$ cat config.mk
export PLATFORM = sky130hd
export DESIGN_NAME = cse_ctrl
export DESIGN_NICKNAME = d
export VERILOG_FILES = /design/src/hdl/cse_pkg.sv /design/src/hdl/cse_ctrl.sv
export SDC_FILE = /design/constraint.sdc
export NUM_CORES = 1
export LEC_CHECK = 0
export ABC_AREA = 1
export ABC_CLOCK_PERIOD_IN_PS = 3100
export BUFFER_PORTS_ARGS = -buffer_cell sky130_fd_sc_hd__buf_2
export CORE_AREA = 3 3 51 53
export DETAILED_ROUTE_END_ITERATION = 10
export DIE_AREA = 0 0 54 56
export PLACE_DENSITY = 0.9
export RECOVER_POWER = 25
export SETUP_SLACK_MARGIN = 0.2
export SLEW_MARGIN = 10
export SYNTH_ARGS = -nofsm -noshare
export SYNTH_HDL_FRONTEND = slang
export SYNTH_SLANG_ARGS = --single-unit
$ cat constraint.sdc
create_clock -name clk -period 3.1 [get_ports clk]
set_input_delay 0 -clock clk [delete_from_list [all_inputs] [get_ports clk]]
set_output_delay 0 -clock clk [all_outputs]
set_load 0.03 [all_outputs]
$ cat src/hdl/cse_pkg.sv
// Shared types, constants and the evaluation micro-program of the cubic spline evaluator.
package cse_pkg;

    localparam int MAX_KNOTS = 64;
    localparam int FRAC_BITS = 16;
    localparam int KIDX_W    = $clog2(MAX_KNOTS);
    localparam int ROW_W     = $clog2(MAX_KNOTS + 1);
    localparam int DX_W      = 33;
    // worst case c3*dx^3 plus headroom for the added terms
    localparam int ACC_W     = 3 * DX_W + 32 + 5;
    localparam int BIT_W     = $clog2(DX_W);
    localparam int PROG_LEN  = 20;
    localparam int PC_W      = $clog2(PROG_LEN);

    localparam logic [1:0] CMD_LOAD_KNOT = 2'd0;
    localparam logic [1:0] CMD_LOAD_ROW  = 2'd1;
    localparam logic [1:0] CMD_EVAL      = 2'd2;

    typedef enum logic [1:0] {
        OP_LOAD = 2'd0,
        OP_MUL  = 2'd1,
        OP_ADD  = 2'd2,
        OP_SAT  = 2'd3
    } op_t;

    typedef enum logic [2:0] {
        T_C3    = 3'd0,
        T_C3X3  = 3'd1,
        T_C3X6  = 3'd2,
        T_C2F   = 3'd3,
        T_C2X2F = 3'd4,
        T_C1F2  = 3'd5,
        T_C0F3  = 3'd6
    } term_t;

    typedef enum logic [1:0] {
        D_VALUE = 2'd0,
        D_SLOPE = 2'd1,
        D_CURV  = 2'd2,
        D_THIRD = 2'd3
    } dst_t;

    typedef struct packed {
        op_t   op;
        term_t term;
        dst_t  dst;
        logic  last;
    } uop_t;

    typedef struct packed {
        logic wr_knot;
        logic wr_row;
        logic capture;
        logic search_issue;
        logic dx_load;
        logic exec;
        logic mul_start;
        logic out_load;
        uop_t uop;
    } ctrl_cmd_t;

    typedef struct packed {
        logic search_last;
        logic mul_done;
        logic out_busy;
    } dp_sts_t;

    // Horner sequences for value, slope, curvature and third derivative
    function automatic uop_t prog(input logic [PC_W-1:0] pc);
        uop_t u;
        u = '{op: OP_MUL, term: T_C3, dst: D_VALUE, last: 1'b0};
        unique case (pc)
            5'd0:  u = '{op: OP_LOAD, term: T_C3,    dst: D_VALUE, last: 1'b0};
            5'd1:  u = '{op: OP_MUL,  term: T_C3,    dst: D_VALUE, last: 1'b0};
            5'd2:  u = '{op: OP_ADD,  term: T_C2F,   dst: D_VALUE, last: 1'b0};
            5'd3:  u = '{op: OP_MUL,  term: T_C3,    dst: D_VALUE, last: 1'b0};
            5'd4:  u = '{op: OP_ADD,  term: T_C1F2,  dst: D_VALUE, last: 1'b0};
            5'd5:  u = '{op: OP_MUL,  term: T_C3,    dst: D_VALUE, last: 1'b0};
            5'd6:  u = '{op: OP_ADD,  term: T_C0F3,  dst: D_VALUE, last: 1'b0};
            5'd7:  u = '{op: OP_SAT,  term: T_C3,    dst: D_VALUE, last: 1'b0};
            5'd8:  u = '{op: OP_LOAD, term: T_C3X3,  dst: D_SLOPE, last: 1'b0};
            5'd9:  u = '{op: OP_MUL,  term: T_C3,    dst: D_SLOPE, last: 1'b0};
            5'd10: u = '{op: OP_ADD,  term: T_C2X2F, dst: D_SLOPE, last: 1'b0};
            5'd11: u = '{op: OP_MUL,  term: T_C3,    dst: D_SLOPE, last: 1'b0};
            5'd12: u = '{op: OP_ADD,  term: T_C1F2,  dst: D_SLOPE, last: 1'b0};
            5'd13: u = '{op: OP_SAT,  term: T_C3,    dst: D_SLOPE, last: 1'b0};
            5'd14: u = '{op: OP_LOAD, term: T_C3X6,  dst: D_CURV,  last: 1'b0};
            5'd15: u = '{op: OP_MUL,  term: T_C3,    dst: D_CURV,  last: 1'b0};
            5'd16: u = '{op: OP_ADD,  term: T_C2X2F, dst: D_CURV,  last: 1'b0};
            5'd17: u = '{op: OP_SAT,  term: T_C3,    dst: D_CURV,  last: 1'b0};
            5'd18: u = '{op: OP_LOAD, term: T_C3X6,  dst: D_THIRD, last: 1'b0};
            5'd19: u = '{op: OP_SAT,  term: T_C3,    dst: D_THIRD, last: 1'b1};
            default: u = '{op: OP_SAT, term: T_C3,   dst: D_THIRD, last: 1'b1};
        endcase
        return u;
    endfunction

endpackage

$ cat src/hdl/cse_ctrl.sv
// Controller state machine: request decode, knot search sequencing and micro-program stepping.
module cse_ctrl
    import cse_pkg::*;
(
    input  logic      clk,
    input  logic      rst_n,
    input  logic      req_valid,
    input  logic [1:0] req_command,
    input  logic [6:0] req_index,
    output logic      req_ready,
    input  dp_sts_t   sts,
    output ctrl_cmd_t cmd
);

    typedef enum logic [7:0] {
        S_IDLE   = 8'b0000_0001,
        S_SEARCH = 8'b0000_0010,
        S_LAST   = 8'b0000_0100,
        S_ADDR   = 8'b0000_1000,
        S_DX     = 8'b0001_0000,
        S_EXEC   = 8'b0010_0000,
        S_MULW   = 8'b0100_0000,
        S_DONE   = 8'b1000_0000
    } state_t;

    state_t          state_reg, state_next;
    logic [PC_W-1:0] pc_reg, pc_next;
    uop_t            uop;

    assign uop       = prog(pc_reg);
    assign req_ready = (state_reg == S_IDLE);

    always_comb
    begin
        state_next = state_reg;
        pc_next    = pc_reg;
        cmd        = '0;
        cmd.uop    = uop;
        unique case (state_reg)
            S_IDLE:
            begin
                if (req_valid)
                begin
                    unique case (req_command)
                        CMD_LOAD_KNOT: cmd.wr_knot = (req_index < 7'(MAX_KNOTS));
                        CMD_LOAD_ROW:  cmd.wr_row  = (req_index <= 7'(MAX_KNOTS));
                        CMD_EVAL:
                        begin
                            cmd.capture = 1'b1;
                            state_next  = S_SEARCH;
                        end
                        default: ;
                    endcase
                end
            end
            S_SEARCH:
            begin
                cmd.search_issue = 1'b1;
                if (sts.search_last)
                    state_next = S_LAST;
            end
            S_LAST: state_next = S_ADDR;
            S_ADDR: state_next = S_DX;
            S_DX:
            begin
                cmd.dx_load = 1'b1;
                pc_next     = '0;
                state_next  = S_EXEC;
            end
            S_EXEC:
            begin
                if (uop.op == OP_MUL)
                begin
                    cmd.mul_start = 1'b1;
                    state_next    = S_MULW;
                end
                else
                begin
                    cmd.exec = 1'b1;
                    pc_next  = pc_reg + 1'b1;
                    if (uop.last)
                        state_next = S_DONE;
                end
            end
            S_MULW:
            begin
                if (sts.mul_done)
                begin
                    pc_next    = pc_reg + 1'b1;
                    state_next = S_EXEC;
                end
            end
            S_DONE:
            begin
                if (!sts.out_busy)
                begin
                    cmd.out_load = 1'b1;
                    state_next   = S_IDLE;
                end
            end
            default: state_next = S_IDLE;
        endcase
    end

    always_ff @(posedge clk or negedge rst_n)
    begin
        if (!rst_n)
        begin
            state_reg <= S_IDLE;
            pc_reg    <= '0;
        end
        else
        begin
            state_reg <= state_next;
            pc_reg    <= pc_next;
        end
    end

endmodule

# After elaboration in Yosys (flattened, before gate mapping)
# Memory sizes are Yosys's and may differ from the RTL's.
# Cells that the tools add are included.
# word_totals
register_bits	13
latch_bits	0
ramBits	0
romBits	256
output_inout_bits	17
word_cells	51
n_memories	1
# op_classes
add_sub_neg	1
mul	0
n_div	0
magnitude_cmp	2
eq_ne	18
shifts	0
mux	23
bitwise	0
n_reduce_logical	4
# memory_table
memory	depth	width	read_ports	rd_ports_with_merged_regs	wr	line	source
(no name shown)	32	8	1	0	0	cse_pkg.sv:72	unique case (pc)
# ops
op	n
$pmux W8 S8	1
$mux W8	7
$pmux W5 S3	1
$mux W5	2
$ne A2 B2 Y1 const B	5
$mux W1	9
$eq A8 B1 Y1 const B	1
$eq A8 B2 Y1 const B	1
$eq A8 B3 Y1 const B	1
$eq A8 B4 Y1 const B	1
$eq A8 B5 Y1 const B	1
$eq A8 B6 Y1 const B	1
$eq A8 B7 Y1 const B	1
$eq A8 B8 Y1 const B	1
$le A7 B7 Y1 const B	1
$lt A7 B7 Y1 const B	1
$mux W3	2
$reduce_and A6 Y1	1
$add A5 B1 Y5 const B	1
$eq A2 B1 Y1 const B	2
$ne A3 B3 Y1 const B	1
$reduce_and A3 Y1	1
$reduce_bool A3 Y1	1
$eq A2 B2 Y1 const B	1
other kinds (3)	3

# Logic depth before layout (Yosys ltp)
# Gate-level depths: netlist of the first run.
# logic_depth
ltp_word	4
depth_mapped	11

# Least setup slack after synthesis of the first run
# Ideal clock, no wire load.
# synth_timing
path_type	register to output
start	register state_reg[0]
end	output port cmd[14] (netlist bit)
arrival_time_ns	1.815
t_required_ns	3.100
path_slack_ns	1.285
stages_incl_launch_ff	7
path_cell_list	dfstp_2 nand2_1 nor2_1 nand2_1 inv_2 nand3b_1 a211oi_1
# synth_lines
element	line	source
from (decl)	cse_ctrl.sv:26	state_t state_reg, state_next;
from (signal assigned)	cse_ctrl.sv:114	state_reg <= state_next;
to (decl)	cse_ctrl.sv:12	output ctrl_cmd_t cmd

==> results of run 1 <==
power by group through the flow:
stage	clock network (W)	logic, W	registers (W)
after floorplan	0	0.000240	0.000217
after global placement	0	0.000297	0.000220
after detailed placement	0	0.000299	0.000223
after CTS	0.000104	0.000301	0.000220
after global routing	0.000113	0.000337	0.000225
final	0.000101	0.000298	0.000220
metal layers:
| layer | routed length, um | track usage (%) | part of all wire [%] | vias up |
|---|---|---|---|---|
| li1 | - | - | - | 610 |
| met1 | 1100 | 24.8 | 44 | 520 |
| met2 | 1230 | 29.6 | 49 | 45 |
| met3 | 146 | 2.41 | 5.8 | 4 |
| met4 | 27 | 6.76 | 1.1 | 0 |
| met5 | 0 | 0 | 0 | - |
final cells by class:
cell class	instances	area [sq um]
multi-input cells	132	757
inverters	23	88.8
clock buffers	4	26.3
repair buffers	32	164
fillers	192	793
flip-flops and latches	13	327
well taps	28	35.0
critical path: stages, from the launching register on:
cell and delay (ns):
dfrtp_1 0.42, inv_1 0.15, ha_1 0.23, nor2_1 0.17, nor2_1 0.10, nand2_4 0.09, nand3_4 0.08, nor2_4 0.13
buf_2 0.21
logic make-up (layout without fill, tap and decap cells):
kind of cell / count (synthesis) / count (layout) / share of synthesized area [%]
xor gates and xnor gates: 1 / 1 / 0.731
AOI/OAI and AO/OA: 20 / 20 / 10.5
DFF: 13 / 13 / 27.2
and+or+nand+nor: 105 / 105 / 45.6
adders and majority gates: 6 / 6 / 6.26
buffers and inverters: 26 / 59 / 9.60
layout by cell type (no fill, tap or decap), types with 6 or more instances in the layout:
cell type / n
dfrtp_1: 12
ha_1: 6
buf_2: 30
nor2_1: 23
o21ai_0: 7
nand3_1: 13
nand2_1: 42
inv_1: 14
inv_2: 8
path summary, 6_finish.rpt:
check / end / slack [ns]
max: cmd[9] / 1.23
max in group asynchronous: state_reg[6] / 2.37
min reg2reg: state_reg[4] / 0.57
min in group asynchronous: pc_reg[3] / 0.29
max reg2reg: pc_reg[2] / 1.40
min: state_reg[1] / 0.01
synth_stat cells (2+ instances only):
cell type,number,area [sq um]
nand3_1,13,65.1
ha_1,6,75.1
dfrtp_1,12,300
nand2_2,4,25.0
inv_2,8,30.0
nand2_1,42,158
a21oi_1,5,25.0
nor2_2,4,25.0
nand2_4,3,33.8
nor2_1,23,86.3
nand3_2,3,30.0
o21ai_0,7,35.0
a21boi_0,2,15.0
nand3b_1,2,15.0
inv_1,14,52.6
buf_4,2,15.0
nor2_4,5,56.3
metrics by stage:
step / hold slack [ns] / cells
after floorplan: -0.296 / 171
after global placement: -0.0965 / 227
after detailed placement: -0.0996 / 227
after CTS: 0.0141 / 232
after global routing: 0.0370 / 232
final: 0.0111 / 232
==> summary.txt, run 1 <==
Routing
  • Routed WL: 2510 um
  • Via/cell ratio: 5.08
  • DRC: 0
  • Router iterations before antenna repair: 5
  • Number of DRC markers in iteration 0: 29
  • Via count: 1179
  • Post-detailed-route count of antenna-violating nets: 0
  • WL/cell: 10.8 um

Clock network
  • CTS root buffer: clkbuf_4
  • Clock transition at path regs: 0.07 ns
  • CTS Buf Count: 3
  • CTS Buffer Depth: 2
  • Worst-Skew Late Latency: 0.27 ns
  • Htree depth: 1
  • CTS tree: built
  • Post_cts resized: 0
  • Buffers inserted by post-CTS timing repair: 0
  • Cts hold-fix bufs: 1
  • CTS sink cnt: 13

Timing
  • Setup ws final: 1.23 ns
  • Fin Setup TNS: 0 ns
  • Least-Margin Pin Slew: 0.696 ns
  • Min Tclk post-route: 1.87 ns
  • Tcrit/Tclk final: 60.3%
  • Max-slew violations: 0
  • Clock Skews: 0.00115 ns
  • Relative slew slack: 53.6%
  • Fin. Hold Viols: 0
  • Max Fclk: 535 MHz
  • Final setup violation count: 0
  • RSZ-0062 raised after global routing: no

Final layout
  • Final instance area: 1400 sq um
  • Inserted Diodes: 0
  • Max reg flops: 8
  • Share of cells above drive strength 1: 32.8%
  • Nets: 226
  • Final core occ: 63.8%
  • Layout area overhead: 16.6%

Synth
  • Synthesized area per cell: 7.01 sq um
  • FFs w/ async S/R, synth: 100%
  • Flops & latches, synth: 13
  • Yosys cell types: 33
  • Synthesis Warnings: 0
  • Seq/Total Area, Yosys: 27.2%
  • Number of synthesized flops with an enable pin: 0
  • Post-Syn Area: 1200 sq um
  • Post-synth top flop: dfrtp_1
  • Net Count, Synth: 192
  • Cells after Synth: 171

Critical path
  • Critical path startpoint category: flip-flop
  • CP Max Fanout: 7
  • CP endpoint kind: primary output
  • Data arrival time of the worst path: 1.87 ns
  • Reg-to-Reg Start: pc_reg[0]
  • WP data required: 3.10 ns
  • CP startpoint: pc_reg[0]
  • R2r worst-path depth: 9
  • Critical path class: reg2out

Place
  • IO Port Bufs: 31
  • Final HPWL DP: 2080 um
  • Setup WS pre-CTS: 1.45 ns
  • Instance area after placement: 1360 sq um
  • RD Place Congestion: 0.826

Floorplanning
  • # rows: 17
  • Chip height: 56 um
  • CORE AREA: 2190 sq um
  • Starting Density: 54.7%
  • Die X: 54 um
  • Die ar.: 3020 sq um
  • # IOs: 32

Global route
  • Largest net degree at the start of global routing: 14
  • All-layer global routing usage: 18.5%
  • Vias in the first global route: 1048
  • GRT overflow: 0
  • Initial antenna violation count: 0
  • First-pass GRT wire length: 4300 um

Worst hold path
  • Hold Path Class: in2reg
  • Min-delay src: sts[2]
  • Hold path depth: 3

Power and ir drop
  • Total internal power: 0.000347 W
  • Reg power frac: 35.5%
  • Combinational Power Share: 48.2%
  • Psw: 0.000272 W
  • Leakage Power: 0.749 nW
  • Max IR drop VDD: 0.499 mV
  • Net Sw Frac: 43.9%
  • Clock power frac: 16.3%
  • Pwr dens: 442 nW/um^2
  • Overall power: 0.000618 W

Status
  • Run status: finished clean

Run
  • Max Cap Viol: 0
No activity file was read; power rests on OpenSTA's default activity.
==> run 2, diff against run 1 <==
ABC_AREA = 0   (was 1)
ABC_CLOCK_PERIOD_IN_PS = 2000   (was 3100)
CORE_AREA = 3 3 54 56   (was 3 3 51 53)
DIE_AREA = 0 0 57 59   (was 0 0 54 56)
PLACE_DENSITY = 0.86   (was 0.9)
clock period = 2 ns   (was 3.1 ns; I/O delays follow)
==> summary.txt, run 2 <==
Floorplanning
  • Chip height: 59 um (+5.4%)
  • Starting Density: 51.9% (-2.8 points)
  • Die X: 57 um (+5.6%)
  • CORE AREA: 2480 sq um (+13%)
  • # rows: 18 (+1)
  • # IOs: 32 (unchanged)
  • Die ar.: 3360 sq um (+11%)

Power and ir drop
  • Combinational Power Share: 68.0% (+20 points)
  • Leakage Power: 0.899 nW (+20%)
  • Net Sw Frac: 48.6% (+4.7 points)
  • Clock power frac: 9.4% (-6.9 points)
  • Psw: 0.000886 W (+230%)
  • Max IR drop VDD: 0.963 mV (+93%)
  • Total internal power: 0.000935 W (+170%)
  • Reg power frac: 22.6% (-13 points)
  • Overall power: 0.00182 W (+190%)
  • Pwr dens: 897 nW/um^2 (+100%)

Clock network
  • Htree depth: 1 (unchanged)
  • CTS sink cnt: 13 (unchanged)
  • CTS root buffer: clkbuf_4
  • CTS tree: built
  • CTS Buf Count: 3 (unchanged)
  • Worst-Skew Late Latency: 0.28 ns (about the same)
  • Clock transition at path regs: 0.09 ns (+0.02 ns)
  • CTS Buffer Depth: 2 (unchanged)

Routing
  • Via/cell ratio: 6.47 (+27%)
  • Router iterations before antenna repair: 5 (unchanged)
  • Number of DRC markers in iteration 0: 136 (+370%)
  • Via count: 1651 (+40%)
  • Routed WL: 5430 um (+120%)
  • Post-detailed-route count of antenna-violating nets: 0 (unchanged)
  • WL/cell: 21.3 um (+97%)
  • DRC: 0 (unchanged)

Synth
  • Synth area leaders: dfrtp_1 (23%), ha_1 (5.8%), nor2_1 (4.7%), inv_1 (3.8%), a21oi_1 (3.5%)
  • Dominant cell type by area after synthesis: dfrtp_1
  • Cells after Synth: 159 (-7.0%)
  • Post-synth top flop: dfrtp_1
  • Post-Syn Area: 1290 sq um (+7.3%)
  • Synthesized area per cell: 8.09 sq um (+15%)
  • Synthesis Warnings: 0 (unchanged)
  • Number of synthesized flops with an enable pin: 0 (unchanged)
  • FFs w/ async S/R, synth: 100% (unchanged)
  • Flops & latches, synth: 13 (unchanged)
  • Count leader, synth: nor2_1
  • Post-synth top cells: nor2_1 (16), inv_1 (13), dfrtp_1 (12), a21oi_1 (9), nand3_1 (9)
  • Net Count, Synth: 180 (-6.3%)
  • Seq/Total Area, Yosys: 25.4% (-1.9 points)
  • Yosys cell types: 51 (+55%)
  • Synth top area share: 23.3% (-1.7 points)

Timing
  • Relative slew slack: 49.0% (-4.6 points)
  • Max Fclk: 477 MHz
  • Final setup violation count: 4 (+4)
  • Fin Setup TNS: -0.216 ns (-0.216 ns)
  • Tcrit/Tclk final: 105%
  • Max-slew violations: 0 (unchanged)
  • Setup ws final: -0.0963 ns (-1.33 ns)
  • Fin. Hold Viols: 0 (unchanged)
  • Clock Skews: 0.0125 ns (+0.0113 ns)
  • Least-Margin Pin Slew: 0.765 ns (+0.0693 ns)
  • RSZ-0062 raised after global routing: yes
  • Min Tclk post-route: 2.10 ns

Final layout
  • Multi-input logic area: 1030 sq um (+36%)
  • Most common cell after layout, fill and taps aside: buf_4
  • Fill cells: 139 (-28%)
  • Reg area: 338 sq um (+3.4%)
  • Most frequent cells in the layout: buf_4 (39), buf_2 (22), nor2_1 (12), inv_1 (11)
  • Nets: 247 (+9.3%)
  • Share of cells above drive strength 1: 54.2% (+21 points)
  • Max reg flops: 8 (unchanged)
  • Layout area overhead: 57.8%
  • Inserted Diodes: 0 (unchanged)

Global route
  • Initial antenna violation count: 0 (unchanged)
  • Vias in the first global route: 1511 (+44%)
  • Met3 Use GR: 3.70% (+1.3 points)
  • First-pass GRT wire length: 6890 um (+60%)
  • All-layer global routing usage: 26.2% (+7.7 points)
  • GRT overflow: 0 (unchanged)
  • Largest net degree at the start of global routing: 14 (unchanged)
  • M2 GR Usage: 49.6% (+20 points)
  • GR Util met1: 28.2% (+3.4 points)
  • Most used routing layer: met2

Critical path
  • Data arrival time of the worst path: 2.29 ns (+0.42 ns)
  • Critical path class: reg2reg
  • R2r worst-path depth: 8 (-1)
  • CP max stage cell: dfrtp_2
  • Reg2reg end: pc_reg[2]
  • Crit path cell chain: inv_2 -> ha_4 -> mux2_4 -> a211o_4 -> clkinv_8 -> nor2_4 -> a2111o_1 -> a21oi_1
  • CP Max Fanout: 7 (unchanged)
  • Critical path startpoint category: flip-flop
  • Reg-to-Reg Start: pc_reg[1]
  • FF-to-FF setup slack: -0.1 ns (-1.50 ns)
  • WP data required: 2.20 ns (-0.90 ns)
  • CP endpoint kind: flip-flop
  • Largest stage delay on the critical path: 0.41 ns (about the same)

Status
  • Failing checks: negative setup slack
  • Run status: complete, but fails checks

Worst hold path
  • Min-delay src: sts[1]
  • Min-Delay Endpoint: state_reg[6]
  • Hold Path Class: in2reg
  • Hold path depth: 3 (unchanged)

Place
  • IO Port Bufs: 31 (unchanged)
  • Final HPWL DP: 2830 um (+36%)
  • Setup WS pre-CTS: -0.0482 ns (-1.50 ns)
  • RD Place Congestion: 0.885 (+7.2%)

Run
  • Max Cap Viol: 0 (unchanged)
## run 2: stage by stage
stage | hold WS (ns) | instance area, sq um | cells | utilization, %
after floorplan | -0.296 | 1370 | 159 | -
after CTS | 0.129 | 1820 | 243 | 73.4
after global placement | -0.0940 | 1640 | 227 | 66.0
after global routing | 0.146 | 2030 | 255 | 81.9
final | 0.152 | 2030 | 255 | 81.9
after detailed placement | -0.0917 | 1640 | 227 | 66.0
## run 2: kinds of logic (layout without fill, tap and decap cells)
logic type               Yosys count  in the layout  share of synthesized area [%]
XOR/XNOR                           5              5                           3.41
adder cells (fa/ha/maj)            6              6                           5.84
buffers and inverters             25             91                           9.34
AND/OR/NAND/NOR                   68             68                           30.7
flip-flops                        13             13                           25.4
multiplexers                       2              2                           1.75
AO/OA/AOI/OAI                     40             40                           23.5
## run 2: worst max path at each step
stage / startpoint / endpoint / slack [ns] / depth (start not counted)
final: pc_reg[1] / pc_reg[2] / -0.1 / 8
after global routing: pc_reg[0] / state_reg[5] / -0.12 / 10
after CTS: pc_reg[1] / pc_reg[1] / 0.008 / 8
after detailed placement: pc_reg[0] / state_reg[1] / -0.05 / 8
after global placement: pc_reg[0] / state_reg[1] / 0.03 / 8
after floorplan: pc_reg[1] / pc_reg[1] / 0.02 / 8
## run 2: worst max-delay path, delay by kind of cell, from the launching register on
family | cells | cell delay (ns)
AO/OA/AOI/OAI | 3 | 0.97
flip-flops | 1 | 0.41
multiplexers | 1 | 0.28
adder cells (fa/ha/maj) | 1 | 0.15
buffers and inverters | 2 | 0.13
AND/OR/NAND/NOR | 1 | 0.06
## run 2: final cells by class
class	count	area share, %
inverter	14	3.45
multi-input combinational	121	50.9
clock buffer	4	1.29
tap	30	1.85
sequential	13	16.6
timing repair buffer	73	25.9
## run 2: timing repair
item | in CTS | in global routing
hold buffers | 1 | 0
endpoints found under the setup margin | 19 | 21
setup buffers | 11 | 12
pin swaps | 7 | 13
gates resized for setup | 21 | 34
hold endpoints to repair | 13 | 0
## run 2: layer usage
metal | vias up | part of all wire, % | routed length (um)
li1 | 707 | - | -
met1 | 766 | 33 | 1770
met2 | 135 | 52 | 2830
met3 | 43 | 8.5 | 462
met4 | 0 | 6.8 | 369
met5 | - | 0 | 0
## run 2: power groups by stage
stage	sequential [W]	clock (W)	combinational [W]
final	0.000412	0.000171	0.00124
after global routing	0.000419	0.000186	0.00132
after CTS	0.000399	0.000170	0.000991
after detailed placement	0.000399	0	0.000955
after global placement	0.000393	0	0.000930
after floorplan	0.000383	0	0.000734
==> run 3, diff against run 2 <==
CELL_PAD_IN_SITES_DETAIL_PLACEMENT = 1   (was default)
CELL_PAD_IN_SITES_GLOBAL_PLACEMENT = 2   (was default)
CORE_AREA = 3 3 70 72   (was 3 3 54 56)
DIE_AREA = 0 0 73 75   (was 0 0 57 59)
PLACE_DENSITY = 0.87   (was 0.86)
SLEW_MARGIN = 20   (was 10)
==> summary.txt, run 3 (same netlist as run 2, synthesis figures left out) <==
Global route
  • Largest net degree at the start of global routing: 14 (unchanged)
  • GRT overflow: 0 (unchanged)
  • Vias in the first global route: 1404 (-7.1%)
  • First-pass GRT wire length: 6880 um (-0.10%)
  • All-layer global routing usage: 15.8% (-10 points)
  • Initial antenna violation count: 0 (unchanged)

Critical path
  • Crit path cell chain: ha_4 -> mux2_4 -> a211o_4 -> clkinv_8 -> nor2_4 -> o22a_1 -> o221a_2
  • CP endpoint kind: flip-flop
  • Critical path class: reg2reg
  • R2r worst-path depth: 7 (-1)
  • CP max stage cell: dfrtp_2
  • Largest stage delay on the critical path: 0.46 ns (+0.05 ns)
  • Critical path startpoint category: flip-flop
  • CP Max Fanout: 7 (unchanged)
  • Reg2reg end: pc_reg[1]
  • WP data required: 2.13 ns (-0.07 ns)
  • CP startpoint: pc_reg[0]
  • FF-to-FF setup slack: -0.005 ns (+0.09 ns)
  • Reg-to-Reg Start: pc_reg[0]
  • Data arrival time of the worst path: 2.13 ns (-0.16 ns)

Floorplanning
  • CORE AREA: 4350 sq um (+76%)
  • Chip height: 75 um (+27%)
  • Die X: 73 um (+28%)
  • # rows: 24 (+6)
  • Starting Density: 29.5% (-22 points)
  • Die ar.: 5480 sq um (+63%)
  • # IOs: 32 (unchanged)

Clock network
  • Clock transition at path regs: 0.06 ns (-0.03 ns)
  • CTS Buffer Depth: 2 (unchanged)
  • Worst-Skew Late Latency: 0.25 ns (-0.03 ns)
  • CTS root buffer: clkbuf_8
  • CTS tree: built
  • CTS Buf Count: 3 (unchanged)
  • CTS sink cnt: 13 (unchanged)
  • Htree depth: 1 (unchanged)

Routing
  • Post-detailed-route count of antenna-violating nets: 0 (unchanged)
  • Met3 WL post-DR: 187 um (-60%)
  • Via count: 1423 (-14%)
  • DR top layer: met4
  • M1 WL: 2070 um (+17%)
  • Router iterations before antenna repair: 4 (-1)
  • Routed wl met2: 2110 um (-25%)
  • DRC: 0 (unchanged)
  • Routed WL: 4380 um (-19%)
  • Number of DRC markers in iteration 0: 39 (-71%)
  • Via/cell ratio: 5.29 (-18%)
  • WL/cell: 16.3 um (-24%)

Final layout
  • Share of cells above drive strength 1: 52.1% (-2.1 points)
  • Reg area: 337 sq um (-0.37%)
  • Layout area overhead: 53.0%
  • Nets: 239 (-3.2%)
  • Final core occ: 45.2% (-37 points)
  • Most common cell after layout, fill and taps aside: buf_4
  • Fill cells: 521 (+270%)
  • Multi-input logic area: 1010 sq um (-2.4%)
  • Max reg flops: 8 (unchanged)
  • Most frequent cells in the layout: buf_4 (31), buf_2 (25), nor2_1 (12), inv_1 (11)
  • Post-Layout Cell Count: 269 (+5.5%)
  • Inserted Diodes: 0 (unchanged)
  • Final instance area: 1970 sq um (-3.0%)

Place
  • RD Place Congestion: 0.813 (-8.1%)
  • Instance area after placement: 1700 sq um (+4.0%)
  • IO Port Bufs: 31 (unchanged)
  • Final HPWL DP: 3210 um (+13%)
  • Placed cell count: 254 (+12%)

Worst hold path
  • Min-delay src: req_valid
  • Hold Path Class: in2reg
  • Hold path depth: 4 (+1)
  • Min-Delay Endpoint: state_reg[0]

Power and ir drop
  • Pwr dens: 919 nW/um^2 (+2.4%)
  • Max IR drop VDD: 0.619 mV (-36%)
  • Leakage Power: 0.862 nW (-4.0%)

Timing
  • Final setup violation count: 1 (-3)
  • Clock Skews: 0.00466 ns (-0.00783 ns)
  • Fin. Hold Viols: 0 (unchanged)
  • Relative slew slack: 48.0% (-0.99 points)
  • Fin Setup TNS: -0.00478 ns (+0.211 ns)
  • Least-Margin Pin Slew: 0.780 ns (+0.0148 ns)
  • Tcrit/Tclk final: 100% (-4.6 points)
  • Min Tclk post-route: 2.00 ns (-0.0915 ns)
  • Max Fclk: 499 MHz (+4.6%)
  • Max-slew violations: 0 (unchanged)
  • Setup ws final: -0.00478 ns (+0.0915 ns)
  • RSZ-0062 raised after global routing: yes
  • Fin Hold WS: 0.164 ns (+0.0118 ns)

Run
  • Max Cap Viol: 0 (unchanged)

Status
  • Failing checks: negative setup slack
  • Run status: complete, but fails checks
run 3: changes by cell type in the layout (fill, tap and decap cells not counted), moves of 2 or more:
cell | previous run | this run
buf_4 | 39 | 31
ha_4 | 4 | 1
clkbuf_8 | 0 | 3
clkbuf_4 | 4 | 1
o21ai_0 | 2 | 4
a21oi_2 | 3 | 1
ha_2 | 0 | 3
buf_2 | 22 | 25
buf_6 | 9 | 6
run 3: worst max path at each step:
stage / cells after the start / end / slack, ns
6_report: 7 / pc_reg[1] / -0.005
3_3_place_gp: 7 / pc_reg[1] / 0.05
3_5_place_dp: 7 / pc_reg[1] / 0.01
5_1_grt: 7 / state_reg[1] / -0.06
4_1_cts: 7 / pc_reg[1] / -0.006
2_1_floorplan: 8 / pc_reg[1] / 0.02
run 3: layer usage:
layer	track usage (%)	vias to the layer above
met2	25.5	35
li1	-	695
met5	0	-
met1	22.6	691
met3	2.27	2
met4	3.07	0
run 3: metrics by stage:
stage | total power (W) | setup WS, ns
after floorplan | 0.00112 | 0.0192
after global placement | 0.00137 | 0.0532
after detailed placement | 0.00138 | 0.0108
after CTS | 0.00165 | -0.00554
after global routing | 0.00193 | -0.0642
final | 0.00181 | -0.00478
run 3: report_power, final:
| group | internal [W] | switching, W |
|---|---|---|
| Clock | 0.000141 | 0.000101 |
| Combinational | 0.000518 | 0.000636 |
| Sequential | 0.000318 | 0.0000944 |
run 3: timing repair:
item | 4_1_cts | 5_1_grt
buffers inserted | 1 | 9
hold buffers | 1 | 0
resized for setup | 14 | 25
pin swaps | 5 | 14
gates cloned | 0 | 0
hold endpoints to repair | 13 | 0
endpoints found under the setup margin | 18 | 19
run 3: final cells by class:
cell class / instances / share of cell area [%]
Tap cell: 52 / 3.31
Inverter: 14 / 3.43
Multi-Input combinational cell: 121 / 51.2
Sequential cell: 13 / 17.1
Timing Repair Buffer: 65 / 22.7
Clock buffer: 4 / 2.29
run 3: worst max-delay path: cells and delay by family, from the launching register on:
kind / cells / cell delay, ns
buf+inv: 1 / 0.07
fa+ha+maj: 1 / 0.17
flops: 1 / 0.46
compound gates: 3 / 0.87
mux: 1 / 0.26
simple gates: 1 / 0.06
